## src/rtl/rfd_pkg.sv

```systemverilog
package rfd_pkg;

   // Limits of the frame size the counters are built for.
   localparam int MAX_WIDTH  = 4096;
   localparam int MAX_HEIGHT = 4096;

   // Register field widths.
   localparam int DIM_W   = 13;
   localparam int PCT_W   = 7;
   localparam int THR_W   = 8;
   localparam int CSR_W   = 13;
   localparam int CSR_IDX_W = 3;

   // Window edges can reach past the frame when a percent is above 100.
   localparam int WIN_W  = DIM_W + 2;
   localparam int PROD_W = DIM_W + PCT_W;
   localparam int NUM_W  = PROD_W - 2;
   localparam int QUO_W  = 14;

   // x / 100 is taken as (x >> 2) / 25, the last step by reciprocal and one correction.
   localparam int RCP_SHIFT = 18;
   localparam int RCP_W     = 14;
   localparam logic [RCP_W-1:0] RCP_25 = RCP_W'(((1 << RCP_SHIFT) + 24) / 25);
   localparam int CHK_W = NUM_W + 1;
   localparam logic [CHK_W-1:0] DIV_25 = CHK_W'(25);

   // Load value of the busy counter that every register write restarts; the window is ready when it runs out.
   localparam int UPD_CYCLES = 3;
   localparam int UPD_W      = 2;

   // Gray mean: sum * 683 >> 11 equals sum / 3 for any sum of three bytes.
   localparam int SUM_W      = 10;
   localparam int GRAY_MUL_W = 20;
   localparam logic [SUM_W-1:0] RCP_3 = SUM_W'(683);
   localparam int GRAY_SHIFT = 11;

   // Register indexes.
   localparam logic [CSR_IDX_W-1:0] REG_FRAME_WIDTH  = 3'd0;
   localparam logic [CSR_IDX_W-1:0] REG_FRAME_HEIGHT = 3'd1;
   localparam logic [CSR_IDX_W-1:0] REG_CROP_LEFT    = 3'd2;
   localparam logic [CSR_IDX_W-1:0] REG_CROP_TOP     = 3'd3;
   localparam logic [CSR_IDX_W-1:0] REG_CROP_WIDTH   = 3'd4;
   localparam logic [CSR_IDX_W-1:0] REG_CROP_HEIGHT  = 3'd5;
   localparam logic [CSR_IDX_W-1:0] REG_DIFF_THRESH  = 3'd6;

   // Register reset values.
   localparam logic [DIM_W-1:0] RST_FRAME_WIDTH  = 13'd1920;
   localparam logic [DIM_W-1:0] RST_FRAME_HEIGHT = 13'd1080;
   localparam logic [PCT_W-1:0] RST_PCT          = 7'd0;
   localparam logic [THR_W-1:0] RST_THRESHOLD    = 8'd30;

   localparam logic [7:0] FULL_RED = 8'd255;

   typedef logic [DIM_W-1:0] dim_type;
   typedef logic [WIN_W-1:0] win_pos_type;

   // Settings handed from the window unit to the pixel datapath.
   typedef struct packed {
      win_pos_type          left;
      win_pos_type          right;
      win_pos_type          top;
      win_pos_type          bottom;
      dim_type              last_col;
      dim_type              last_row;
      logic                 crop_err;
      logic [THR_W-1:0]     threshold;
      logic                 busy;
   } win_type;

endpackage

```

## src/rtl/rfd_window.sv

```systemverilog
module rfd_window #(
   parameter int MAX_WIDTH  = rfd_pkg::MAX_WIDTH,
   parameter int MAX_HEIGHT = rfd_pkg::MAX_HEIGHT
) (
   input  logic                            clock,
   input  logic                            reset,
   input  logic                            csr_we,
   input  logic [rfd_pkg::CSR_IDX_W-1:0]   csr_index,
   input  logic [rfd_pkg::CSR_W-1:0]       csr_wdata,
   output rfd_pkg::win_type                win
);

   localparam int DW = rfd_pkg::DIM_W;
   localparam int PW = rfd_pkg::PROD_W;
   localparam int NW = rfd_pkg::NUM_W;
   localparam int QW = rfd_pkg::QUO_W;
   localparam int WW = rfd_pkg::WIN_W;
   localparam int CW = rfd_pkg::CHK_W;
   localparam int MW = NW + rfd_pkg::RCP_W;

   logic [DW-1:0]                  frame_width_ff, frame_height_ff;
   logic [rfd_pkg::PCT_W-1:0]      left_pct_ff, top_pct_ff, width_pct_ff, height_pct_ff;
   logic [rfd_pkg::THR_W-1:0]      threshold_ff;
   logic [rfd_pkg::UPD_W-1:0]      busy_ff;

   logic [DW-1:0] eff_w_in, eff_h_in;
   logic [DW-1:0] eff_w1_ff, eff_h1_ff, eff_w2_ff, eff_h2_ff;
   logic          full1_ff, full2_ff;
   logic [PW-1:0] prod_in [4];
   logic [PW-1:0] prod_ff [4];
   logic [NW-1:0] num_ff  [4];
   logic [QW-1:0] quo0_in [4];
   logic [QW-1:0] quo0_ff [4];
   logic [QW-1:0] quo     [4];
   logic [MW-1:0] rcp_prod [4];
   logic [CW-1:0] chk [4];

   rfd_pkg::win_pos_type left_ff, right_ff, top_ff, bottom_ff;
   rfd_pkg::win_pos_type left_in, right_in, top_in, bottom_in;
   rfd_pkg::dim_type     last_col_ff, last_row_ff;
   logic                 crop_err_ff;

   // Register file; every write restarts the window update.
   always_ff @(posedge clock) begin
      if (reset) begin
         frame_width_ff  <= rfd_pkg::RST_FRAME_WIDTH;
         frame_height_ff <= rfd_pkg::RST_FRAME_HEIGHT;
         left_pct_ff     <= rfd_pkg::RST_PCT;
         top_pct_ff      <= rfd_pkg::RST_PCT;
         width_pct_ff    <= rfd_pkg::RST_PCT;
         height_pct_ff   <= rfd_pkg::RST_PCT;
         threshold_ff    <= rfd_pkg::RST_THRESHOLD;
         busy_ff         <= rfd_pkg::UPD_W'(rfd_pkg::UPD_CYCLES);
      end else begin
         if (csr_we) begin
            busy_ff <= rfd_pkg::UPD_W'(rfd_pkg::UPD_CYCLES);
            unique case (csr_index)
               rfd_pkg::REG_FRAME_WIDTH:  frame_width_ff  <= csr_wdata[DW-1:0];
               rfd_pkg::REG_FRAME_HEIGHT: frame_height_ff <= csr_wdata[DW-1:0];
               rfd_pkg::REG_CROP_LEFT:    left_pct_ff     <= csr_wdata[rfd_pkg::PCT_W-1:0];
               rfd_pkg::REG_CROP_TOP:     top_pct_ff      <= csr_wdata[rfd_pkg::PCT_W-1:0];
               rfd_pkg::REG_CROP_WIDTH:   width_pct_ff    <= csr_wdata[rfd_pkg::PCT_W-1:0];
               rfd_pkg::REG_CROP_HEIGHT:  height_pct_ff   <= csr_wdata[rfd_pkg::PCT_W-1:0];
               rfd_pkg::REG_DIFF_THRESH:  threshold_ff    <= csr_wdata[rfd_pkg::THR_W-1:0];
               default: ;
            endcase
         end else if (busy_ff != '0) begin
            busy_ff <= busy_ff - 1'b1;
         end
      end
   end

   // Stage one: clamp the frame size and form size times percent.
   always_comb begin
      if (frame_width_ff == '0) begin
         eff_w_in = DW'(1);
      end else if (32'(frame_width_ff) > MAX_WIDTH) begin
         eff_w_in = DW'(MAX_WIDTH);
      end else begin
         eff_w_in = frame_width_ff;
      end
      if (frame_height_ff == '0) begin
         eff_h_in = DW'(1);
      end else if (32'(frame_height_ff) > MAX_HEIGHT) begin
         eff_h_in = DW'(MAX_HEIGHT);
      end else begin
         eff_h_in = frame_height_ff;
      end
      prod_in[0] = PW'(eff_w_in) * PW'(left_pct_ff);
      prod_in[1] = PW'(eff_w_in) * PW'(width_pct_ff);
      prod_in[2] = PW'(eff_h_in) * PW'(top_pct_ff);
      prod_in[3] = PW'(eff_h_in) * PW'(height_pct_ff);
   end

   // Stage two: estimate of the quotient by 100, possibly one too high.
   always_comb begin
      for (int i = 0; i < 4; i++) begin
         rcp_prod[i] = MW'(prod_ff[i][PW-1:2]) * MW'(rfd_pkg::RCP_25);
         quo0_in[i]  = rcp_prod[i][rfd_pkg::RCP_SHIFT +: QW];
      end
   end

   // Stage three: correct the estimate and form the window edges.
   always_comb begin
      for (int i = 0; i < 4; i++) begin
         chk[i] = CW'(quo0_ff[i]) * rfd_pkg::DIV_25;
         quo[i] = (chk[i] > CW'(num_ff[i])) ? quo0_ff[i] - 1'b1 : quo0_ff[i];
      end
      if (full2_ff) begin
         left_in   = '0;
         top_in    = '0;
         right_in  = WW'(eff_w2_ff);
         bottom_in = WW'(eff_h2_ff);
      end else begin
         left_in   = WW'(quo[0]);
         top_in    = WW'(quo[2]);
         right_in  = WW'(quo[0]) + WW'(quo[1]);
         bottom_in = WW'(quo[2]) + WW'(quo[3]);
      end
   end

   always_ff @(posedge clock) begin
      eff_w1_ff <= eff_w_in;
      eff_h1_ff <= eff_h_in;
      full1_ff  <= (width_pct_ff == '0) || (height_pct_ff == '0);
      eff_w2_ff <= eff_w1_ff;
      eff_h2_ff <= eff_h1_ff;
      full2_ff  <= full1_ff;
      for (int i = 0; i < 4; i++) begin
         prod_ff[i] <= prod_in[i];
         num_ff[i]  <= prod_ff[i][PW-1:2];
         quo0_ff[i] <= quo0_in[i];
      end
      left_ff     <= left_in;
      top_ff      <= top_in;
      right_ff    <= right_in;
      bottom_ff   <= bottom_in;
      crop_err_ff <= (right_in > WW'(eff_w2_ff)) || (bottom_in > WW'(eff_h2_ff));
      last_col_ff <= eff_w2_ff - 1'b1;
      last_row_ff <= eff_h2_ff - 1'b1;
   end

   assign win.left      = left_ff;
   assign win.right     = right_ff;
   assign win.top       = top_ff;
   assign win.bottom    = bottom_ff;
   assign win.last_col  = last_col_ff;
   assign win.last_row  = last_row_ff;
   assign win.crop_err  = crop_err_ff;
   assign win.threshold = threshold_ff;
   assign win.busy      = (busy_ff != '0);

endmodule

```

## src/rtl/rfd_pixel.sv

```systemverilog
module rfd_pixel #(
   parameter int MAX_WIDTH  = rfd_pkg::MAX_WIDTH,
   parameter int MAX_HEIGHT = rfd_pkg::MAX_HEIGHT
) (
   input  logic             clock,
   input  logic             reset,
   input  rfd_pkg::win_type win,
   input  logic             req_tvalid,
   output logic             req_tready,
   input  logic [47:0]      req_tdata,
   output logic             rsp_tvalid,
   input  logic             rsp_tready,
   output logic [23:0]      rsp_tdata,
   output logic             rsp_tlast,
   output logic [3:0]       rsp_tuser
);

   localparam int COL_W = $clog2(MAX_WIDTH);
   localparam int ROW_W = $clog2(MAX_HEIGHT);
   localparam int WW    = rfd_pkg::WIN_W;
   localparam int SW    = rfd_pkg::SUM_W;
   localparam int GW    = rfd_pkg::GRAY_MUL_W;

   logic [COL_W-1:0] col_ff, col_in;
   logic [ROW_W-1:0] row_ff, row_in;
   logic [WW-1:0]    col_ext, row_ext;
   logic             line_end, last_in, inside_in;
   logic             accept, s1_adv;

   logic             s1_valid_ff;
   logic [47:0]      s1_pix_ff;
   logic             s1_inside_ff, s1_last_ff, s1_crop_ff;

   logic [7:0]       tr, tg, tb, rr, rg, rb;
   logic [7:0]       dr, dg, db;
   logic [SW-1:0]    sum;
   logic [GW-1:0]    gray_prod;
   logic [7:0]       gray;
   logic             mismatch;
   logic             seen_ff, seen_in;
   logic             differs;

   logic             s2_valid_ff;
   logic [7:0]       s2_red_ff, s2_green_ff, s2_blue_ff;
   logic             s2_inside_ff, s2_mismatch_ff, s2_last_ff, s2_differs_ff, s2_crop_ff;

   function automatic logic [7:0] abs_diff(input logic [7:0] a, input logic [7:0] b);
      return (a > b) ? a - b : b - a;
   endfunction

   assign s1_adv     = s1_valid_ff && (!s2_valid_ff || rsp_tready);
   assign req_tready = !win.busy && (!s1_valid_ff || s1_adv);
   assign accept     = req_tvalid && req_tready;

   // Raster position of the arriving item.
   always_comb begin
      col_ext   = WW'(col_ff);
      row_ext   = WW'(row_ff);
      line_end  = col_ext >= WW'(win.last_col);
      last_in   = line_end && (row_ext >= WW'(win.last_row));
      inside_in = !win.crop_err && (col_ext >= win.left) && (col_ext < win.right) &&
                  (row_ext >= win.top) && (row_ext < win.bottom);
      col_in = col_ff;
      row_in = row_ff;
      if (last_in) begin
         col_in = '0;
         row_in = '0;
      end else if (line_end) begin
         col_in = '0;
         row_in = row_ff + 1'b1;
      end else begin
         col_in = col_ff + 1'b1;
      end
   end

   always_ff @(posedge clock) begin
      if (reset) begin
         col_ff      <= '0;
         row_ff      <= '0;
         s1_valid_ff <= 1'b0;
      end else begin
         if (accept) begin
            col_ff      <= col_in;
            row_ff      <= row_in;
            s1_valid_ff <= 1'b1;
         end else if (s1_adv) begin
            s1_valid_ff <= 1'b0;
         end
      end
   end

   always_ff @(posedge clock) begin
      if (accept) begin
         s1_pix_ff    <= req_tdata;
         s1_inside_ff <= inside_in;
         s1_last_ff   <= last_in;
         s1_crop_ff   <= win.crop_err;
      end
   end

   // Gray mean and per-channel compare of the registered item.
   always_comb begin
      tr = s1_pix_ff[7:0];
      tg = s1_pix_ff[15:8];
      tb = s1_pix_ff[23:16];
      rr = s1_pix_ff[31:24];
      rg = s1_pix_ff[39:32];
      rb = s1_pix_ff[47:40];
      dr = abs_diff(tr, rr);
      dg = abs_diff(tg, rg);
      db = abs_diff(tb, rb);
      sum       = SW'(tr) + SW'(tg) + SW'(tb);
      gray_prod = GW'(sum) * GW'(rfd_pkg::RCP_3);
      gray      = gray_prod[rfd_pkg::GRAY_SHIFT +: 8];
      mismatch  = s1_inside_ff &&
                  ((dr > win.threshold) || (dg > win.threshold) || (db > win.threshold));
      differs   = s1_last_ff && !s1_crop_ff && (seen_ff || mismatch);
      seen_in   = s1_last_ff ? 1'b0 : (seen_ff || mismatch);
   end

   always_ff @(posedge clock) begin
      if (reset) begin
         seen_ff     <= 1'b0;
         s2_valid_ff <= 1'b0;
      end else begin
         if (s1_adv) begin
            seen_ff <= seen_in;
         end
         if (!s2_valid_ff || rsp_tready) begin
            s2_valid_ff <= s1_valid_ff;
         end
      end
   end

   always_ff @(posedge clock) begin
      if (s1_adv) begin
         s2_red_ff      <= s1_inside_ff ? (mismatch ? rfd_pkg::FULL_RED : gray) : 8'd0;
         s2_green_ff    <= s1_inside_ff ? gray : 8'd0;
         s2_blue_ff     <= s1_inside_ff ? gray : 8'd0;
         s2_inside_ff   <= s1_inside_ff;
         s2_mismatch_ff <= mismatch;
         s2_last_ff     <= s1_last_ff;
         s2_differs_ff  <= differs;
         s2_crop_ff     <= s1_crop_ff;
      end
   end

   assign rsp_tvalid = s2_valid_ff;
   assign rsp_tdata  = {s2_blue_ff, s2_green_ff, s2_red_ff};
   assign rsp_tlast  = s2_last_ff;
   assign rsp_tuser  = {s2_crop_ff, s2_differs_ff, s2_mismatch_ff, s2_inside_ff};

endmodule

```

## src/rtl/rgb_frame_diff_marker.sv

```systemverilog
// An accepted item passes the input register and then the result register of
// the pixel datapath before its result is shown.
// Throughput: one item per cycle while the window is not busy; rsp_tready low stalls both stages in place.
// Reset clears the raster counters and the frame mismatch flag and loads the
// register defaults; after reset and after every register write the window
// update pipeline holds req_tready low until the new window is ready.
module rgb_frame_diff_marker #(
   parameter int MAX_WIDTH  = rfd_pkg::MAX_WIDTH,
   parameter int MAX_HEIGHT = rfd_pkg::MAX_HEIGHT
) (
   input  logic                          clock,
   input  logic                          reset,
   input  logic                          csr_we,
   input  logic [rfd_pkg::CSR_IDX_W-1:0] csr_index,
   input  logic [rfd_pkg::CSR_W-1:0]     csr_wdata,
   input  logic                          req_tvalid,
   output logic                          req_tready,
   // test_red, test_green, test_blue, ref_red, ref_green, ref_blue
   input  logic [47:0]                   req_tdata,
   output logic                          rsp_tvalid,
   input  logic                          rsp_tready,
   // out_red, out_green, out_blue
   output logic [23:0]                   rsp_tdata,
   // frame_last
   output logic                          rsp_tlast,
   // in_window, pixel_mismatch, frame_differs, crop_error
   output logic [3:0]                    rsp_tuser
);

   rfd_pkg::win_type win;

   rfd_window #(
      .MAX_WIDTH  (MAX_WIDTH),
      .MAX_HEIGHT (MAX_HEIGHT)
   ) u_window (
      .clock     (clock),
      .reset     (reset),
      .csr_we    (csr_we),
      .csr_index (csr_index),
      .csr_wdata (csr_wdata),
      .win       (win)
   );

   rfd_pixel #(
      .MAX_WIDTH  (MAX_WIDTH),
      .MAX_HEIGHT (MAX_HEIGHT)
   ) u_pixel (
      .clock      (clock),
      .reset      (reset),
      .win        (win),
      .req_tvalid (req_tvalid),
      .req_tready (req_tready),
      .req_tdata  (req_tdata),
      .rsp_tvalid (rsp_tvalid),
      .rsp_tready (rsp_tready),
      .rsp_tdata  (rsp_tdata),
      .rsp_tlast  (rsp_tlast),
      .rsp_tuser  (rsp_tuser)
   );

endmodule

```

## config.mk

```make
export PLATFORM = sky130hd
export DESIGN_NAME = rgb_frame_diff_marker
export DESIGN_NICKNAME = d
export VERILOG_FILES = /design/src/rtl/rfd_pkg.sv /design/src/rtl/rfd_window.sv /design/src/rtl/rfd_pixel.sv /design/src/rtl/rgb_frame_diff_marker.sv
export SDC_FILE = /design/constraint.sdc
export NUM_CORES = 2
export LEC_CHECK = 0
export ABC_CLOCK_PERIOD_IN_PS = 11100
export BUFFER_PORTS_ARGS = -buffer_cell sky130_fd_sc_hd__buf_2
export CORE_MARGIN = 1
export CORE_UTILIZATION = 50
export CTS_CLUSTER_SIZE = 28
export DETAILED_ROUTE_END_ITERATION = 7
export GPL_TIMING_DRIVEN = 0
export PLACE_DENSITY = 0.72
export SYNTH_ARGS = -nofsm -noshare
export SYNTH_HDL_FRONTEND = slang
export SYNTH_SLANG_ARGS = --single-unit
```

## constraint.sdc

```tcl
create_clock -name clock -period 11.1 [get_ports clock]
set_input_delay 0.555 -clock clock [delete_from_list [all_inputs] [get_ports clock]]
set_output_delay 0.555 -clock clock [all_outputs]
set_load 0.02 [all_outputs]
```

======== Yosys cells after proc, flatten, opt, wreduce, memory -nomap -nowiden ========
Memory sizes are Yosys's and may differ from the RTL's.
Cells that the tools add are included.
word-level totals
  register bits ........................... 304
  bits in latches ......................... 0
  RAM bits ................................ 208
  bits in read-only memories .............. 0
  output and inout port bits .............. 31
  word-level logic and storage cells ...... 161
  memories kept ........................... 3
operators by class
  $add $sub $neg .......................... 19
  multiply operators ...................... 13
  divide/modulo/power cells ............... 0
  $lt $le $gt $ge ......................... 20
  eq/ne operators ......................... 6
  shift-type cells ........................ 0
  muxes and demuxes ....................... 21
  bitwise logic cells ..................... 0
  reductions and logical operators ........ 40
memories
  memory            depth  width  read ports  clocked after memory_dff  wr ports  line              text
  u_window.prod_ff  4      20     4           0                         4         rfd_window.sv:30  logic [PW-1:0] prod_ff [4];
  u_window.num_ff   4      18     4           0                         4         rfd_window.sv:31  logic [NW-1:0] num_ff [4];
  u_window.quo0_ff  4      14     4           0                         4         rfd_window.sv:33  logic [QW-1:0] quo0_ff [4];
operators with widths
  operator                                               count
  multiplier 18 x 13 -> 31 bit, second input constant    4
  multiplier 13 x 7 -> 20 bit                            4
  greater-than comparator 19 x 18 -> 1 bit               4
  multiplier 14 x 5 -> 19 bit, second input constant     4
  two-way mux 14 bit                                     4
  subtractor 14 x 1 -> 14 bit, second input constant     4
  two-way mux 13 bit                                     4
  greater-than comparator 8 bit                          6
  two-way mux 12 bit                                     4
  subtractor 8 bit                                       6
  two-way mux 8 bit                                      4
  adder 14 x 14 -> 15 bit                                2
  greater-or-equal comparator 12 x 15 -> 1 bit           2
  greater-than comparator 15 x 13 -> 1 bit               2
  < comparator 12 x 15 -> 1 bit                          2
  two-way mux 15 bit                                     2
  greater-or-equal comparator 12 x 13 -> 1 bit           2
  greater-than comparator 13 bit, second input constant  2
  logical NOT 13 bit                                     2
  subtractor 13 x 1 -> 13 bit, second input constant     2
  adder 12 x 1 -> 12 bit, second input constant          2
  multiplier 10 x 10 -> 19 bit, second input constant    1
  AND reduction 2 bit                                    8
  logical NOT 7 bit                                      2
  other kinds (13)                                       40

======== Logic depth before layout (Yosys ltp) ========
  depth in word-level cells ............... 8
  depth in mapped cells ................... 50

======== Modules after synthesis ========
From an unflattened synthesis, not the netlist that was laid out.
unflattened totals
  cell total of the unflattened synthesis .. 6,186
  area, all modules ....................... 58,597.4 sq um
modules (own cells, without submodules)
  module      times used  cells each  area each (sq um)  sequential area each (sq um)
  rfd_window  1           5,107       48,322.6           8,067.7
  rfd_pixel   1           1,079       10,274.9           2,702.6

======== Worst setup path before layout ========
OpenSTA, ideal clock, no wires.
  path kind ............................... reg2reg
  start point ............................. mem u_window.quo0_ff[1][2] (netlist bit)
  end point ............................... reg u_window.crop_err_ff
  arrival ................................. 8.314 ns
  slack ................................... 2.655 ns
  cell stages (with the launch flop) ...... 45
  clock period less this slack ............ 8.445 ns
  cell sequence ........................... dfxtp_1 > inv_1 > ha_1 > ha_1 > fa_1 > ha_1 > a21oi_1 > o21bai_1 > a21oi_1 > o21bai_1 > a21oi_1 > nor2b_1 > o21a_1 > or4_1 > a41o_1 > a21oi_1 > xnor2_1 > ha_1 > (+9 left out) > a21oi_1 > nor2b_1 > o211ai_1 > nand2_1 > a21oi_1 > nor2b_1 > o21ai_0 > nand2b_1 > xnor2_1 > o21ai_0 > ha_1 > nand2_1 > nor2_1 > nand2_1 > o32a_1 > a221o_1 > nor3_1 > o31ai_1
RTL lines
  item                    line               text
  start: declaration      rfd_window.sv:33
  end signal: assignment  rfd_window.sv:138  crop_err_ff <= (right_in > WW'(eff_w2_ff)) || (bottom_in > WW'(eff_h2_ff));
  end: declaration        rfd_window.sv:41   logic crop_err_ff;

==> summary.md <==
| Metric | Value |
|---|---|
| Status | `complete, no violations` |
| Post-DP HPWL | `roughly 110000 µm` |
| # port buffers | `98` |
| Area contributors post-synth | `ha_1, fa_1, dfxtp_1, inv_1, edfxtp_1` |
| Via/cell ratio | `about 5.2` |
| Slew Limit Fails | `0` |
| Crit-path max cell delay | `between 0.4 and 0.5 ns` |
| CTS tree | `yes` |
| Post CTS Setup Buffer Count | `0` |
| Fillers | `between 9000 and 10000` |
| WP data required | `roughly 12 ns` |
| Cell family with most CP delay | `compound AO/OA/AOI/OAI gates` |
| First-pass GRT wire length | `approximately 210000 µm` |
| Most common cell in the netlist | `inv_1` |
| Max Root-Sink Buffers | `3` |
| DR vias | `a little over 40000` |
| Initial DRT Pass Iterations | `6` |
| Vias in the first global route | `roughly 43000` |
| Post-synth top area share | `between 20% and 30%` |
| Row count | `124` |
| Drt drc | `0` |
| Later-pin clock latency in the skew report | `a little under 0.7 ns` |
| Pwr dens | `about 120 nW/µm²` |
| Placed Cells | `7677` |
| Flip-flop and latch count after synthesis | `between 500 and 600` |
| Max Clk Rate | `roughly 99 MHz` |
| WL/cell | `16.42 µm` |
| Worst setup margin | `about 1 ns` |
| Core box area | `around 110000 µm²` |
| Starting density of the core | `around half` |
| Main synth FF type | `dfxtp_1` |
| Cell variety after synth | `between 80 and 90` |
| Pre-CTS setup slack | `0.9062 ns` |
| Synth Cell Area | `around 58000 µm²` |
| H-tree depth | `2` |
| Fin Setup TNS | `0 ns` |
| Layout cells sized above 1 | `4.241%` |
| Max-Slew Margin vs Limit | `roughly 13%` |
| Final hold violations | `0` |
| Final setup fails | `0` |
| RSZ-0062 raised after global routing | `false` |
| Final non-filler cell total | `between 7000 and 8000` |
| Most common cell on crit path | `a21oi_1` |
| Final min period | `just over 10 ns` |
| Area leader, netlist | `ha_1` |
| FFs w/ async S/R, synth | `0%` |
| WS Path Type | `reg2reg` |
| Top cells by count, synth | `inv_1, ha_1, fa_1` |
| Crit path launch type | `register` |
| DIE AREA | `around 120000 µm²` |
| Leakage power | `33.33 nW` |
| Tcrit/Tclk final | `around nine tenths` |
| Overall Power | `0.007421 W` |
| CP Buf/Inv Count | `3` |
| Antenna violations before repair | `7` |
| First DRT Iteration DRCs | `around 2100` |
| Clk sinks | `502` |
| Multi-input logic area | `41520 µm²` |
| Die height | `341.7 µm` |
| Fin nets | `between 8000 and 9000` |
| HP Class | `in2reg` |
| Largest net degree at the start of global routing | `54` |
| Worst EP arrival | `approximately 11 ns` |
| Area grow syn2layout | `8.529%` |
| Endpoint type of the worst setup path | `register` |
| Worst Tran Pin Value | `1.290 ns` |
| Sequential share of the synthesized area | `between 10% and 20%` |
| Inserted Clock Buffers | `just under 60` |
| WL final | `around 130000 µm` |
| Mapped Avg Cell Area | `9.513 µm²` |
| ANT nets after route | `0` |
| Max cap viols | `0` |
| Slowest cell on the critical path | `dfxtp_1` |
| CP Max Fanout | `10` |
| GRT Total Usage | `22.72%` |
| Synth Warn # | `0` |
| Ports | `100` |
| Clk_skew | `around 0.042 ns` |
| Die X | `~340 µm` |
| Post-synth EDFFs | `72` |
| Reg clk slew, reported paths | `~0.06 ns` |
| Peak supply drop | `0.0001323 V` |
| Gate Count Post-Synth | `roughly 6100` |
| CTS root buffer | `clkbuf_16` |
| Register area | `10770 µm²` |
| GRT overflow | `0` |
| Gpl congestion | `~0.9` |
| Synthesized Nets | `7954` |
-- metrics by stage --
stage | cell area, µm² | hold WS [ns] | utilization, %
2_1_floorplan | 57700 | 0.3096 | -
3_3_place_gp | 60080 | 0.3121 | 52.54
3_5_place_dp | 60120 | 0.3128 | 52.58
4_1_cts | 62610 | 0.001960 | 54.76
5_1_grt | 62610 | 0.01963 | 54.76
6_report | 62620 | 0.06345 | 54.76
-- cells by family after synthesis --
kind of cell	count (synthesis)	synth area share [%]
flops	502	18.67
compound gates	711	8.020
simple gates	1223	10.31
mux	60	1.060
fa+ha+maj	1820	47.68
xor+xnor	319	4.882
buf+inv	1430	9.386
-- metal layers --
layer / global-route usage [%] / vias to the layer above / part of all wire (%)
li1: - / 19850 / -
met1: 29.62 / 19630 / 44
met2: 38.06 / 869 / 47
met3: 4.367 / 230 / 6.0
met4: 6.773 / 6 / 2.8
met5: 0 / - / 0.026
-- layout by cell type, fill, tap and decap left out, drive strengths merged, types with 51 or more instances in the layout --
cell    Yosys  final
a21o      108    108
a21oi     232    232
and2      170    170
buf        19    119
clkbuf     86    162
dfxtp     430    430
edfxtp     72     72
fa        631    631
ha       1189   1189
inv      1324   1339
mux2i      51     51
nand2     421    421
nand3      56     56
nand4      55     55
nor2      233    233
nor2b      89     89
nor3       52     52
o21a       61     61
o21ai     122    122
xnor2     242    242
xor2       77     77
-- sequential cells by signal (all words and copies together), names as in the netlist, 12 cells and up --
register,count
u_window.bottom_ff,15
u_pixel.s1_pix_ff,48
u_pixel.row_ff,12
u_window.eff_w2_ff,13
u_window.right_ff,15
u_window.last_col_ff,13
u_window.last_row_ff,13
u_window.prod_ff,72
u_window.left_ff,14
u_window.eff_h1_ff,13
u_window.eff_h2_ff,13
u_pixel.col_ff,12
u_window.eff_w1_ff,13
u_window.frame_height_ff,13
u_window.frame_width_ff,13
u_window.quo0_ff,56
u_window.top_ff,14
u_window.num_ff,72
-- worst paths after layout --
check,startpoint,to,slack (ns),cells past startpoint
min reg2reg,u_window.eff_w1_ff[6],u_window.eff_w2_ff[6],0.33,0
max,u_window.quo0_ff[2][2],u_window.crop_err_ff,0.98,48
max reg2reg,u_window.quo0_ff[2][2],u_window.crop_err_ff,0.98,48
min,req_tdata[10],u_pixel.s1_pix_ff[10],0.06,1
-- cell type report --
cell class | instances | area share (%)
sequential | 502 | 17.20
clock buffer | 76 | 2.580
clock inverter | 34 | 0.6874
antenna | 1 | 0.003996
inverter | 1325 | 7.945
multi-input combinational | 4133 | 66.30
buffer | 105 | 0.7054
timing repair buffer | 144 | 1.555
tap | 1512 | 3.021
-- timing repair --
item	4_1_cts	5_1_grt
setup endpoints to repair	0	1
endpoints found under the hold margin	44	0
resized for setup	0	1
hold buffers	44	0
-- power breakdown --
part / internal, W / switching, W / total [W] / leakage (nW)
combinational: 0.00143 / 0.00190 / 0.00333 / 28.2
sequential: 0.00194 / 0.000116 / 0.00205 / 4.14
clock: 0.00117 / 0.000871 / 0.00204 / 0.994
total: 0.00454 / 0.00288 / 0.00742 / 33.3
(Power assumes the default switching activity.)
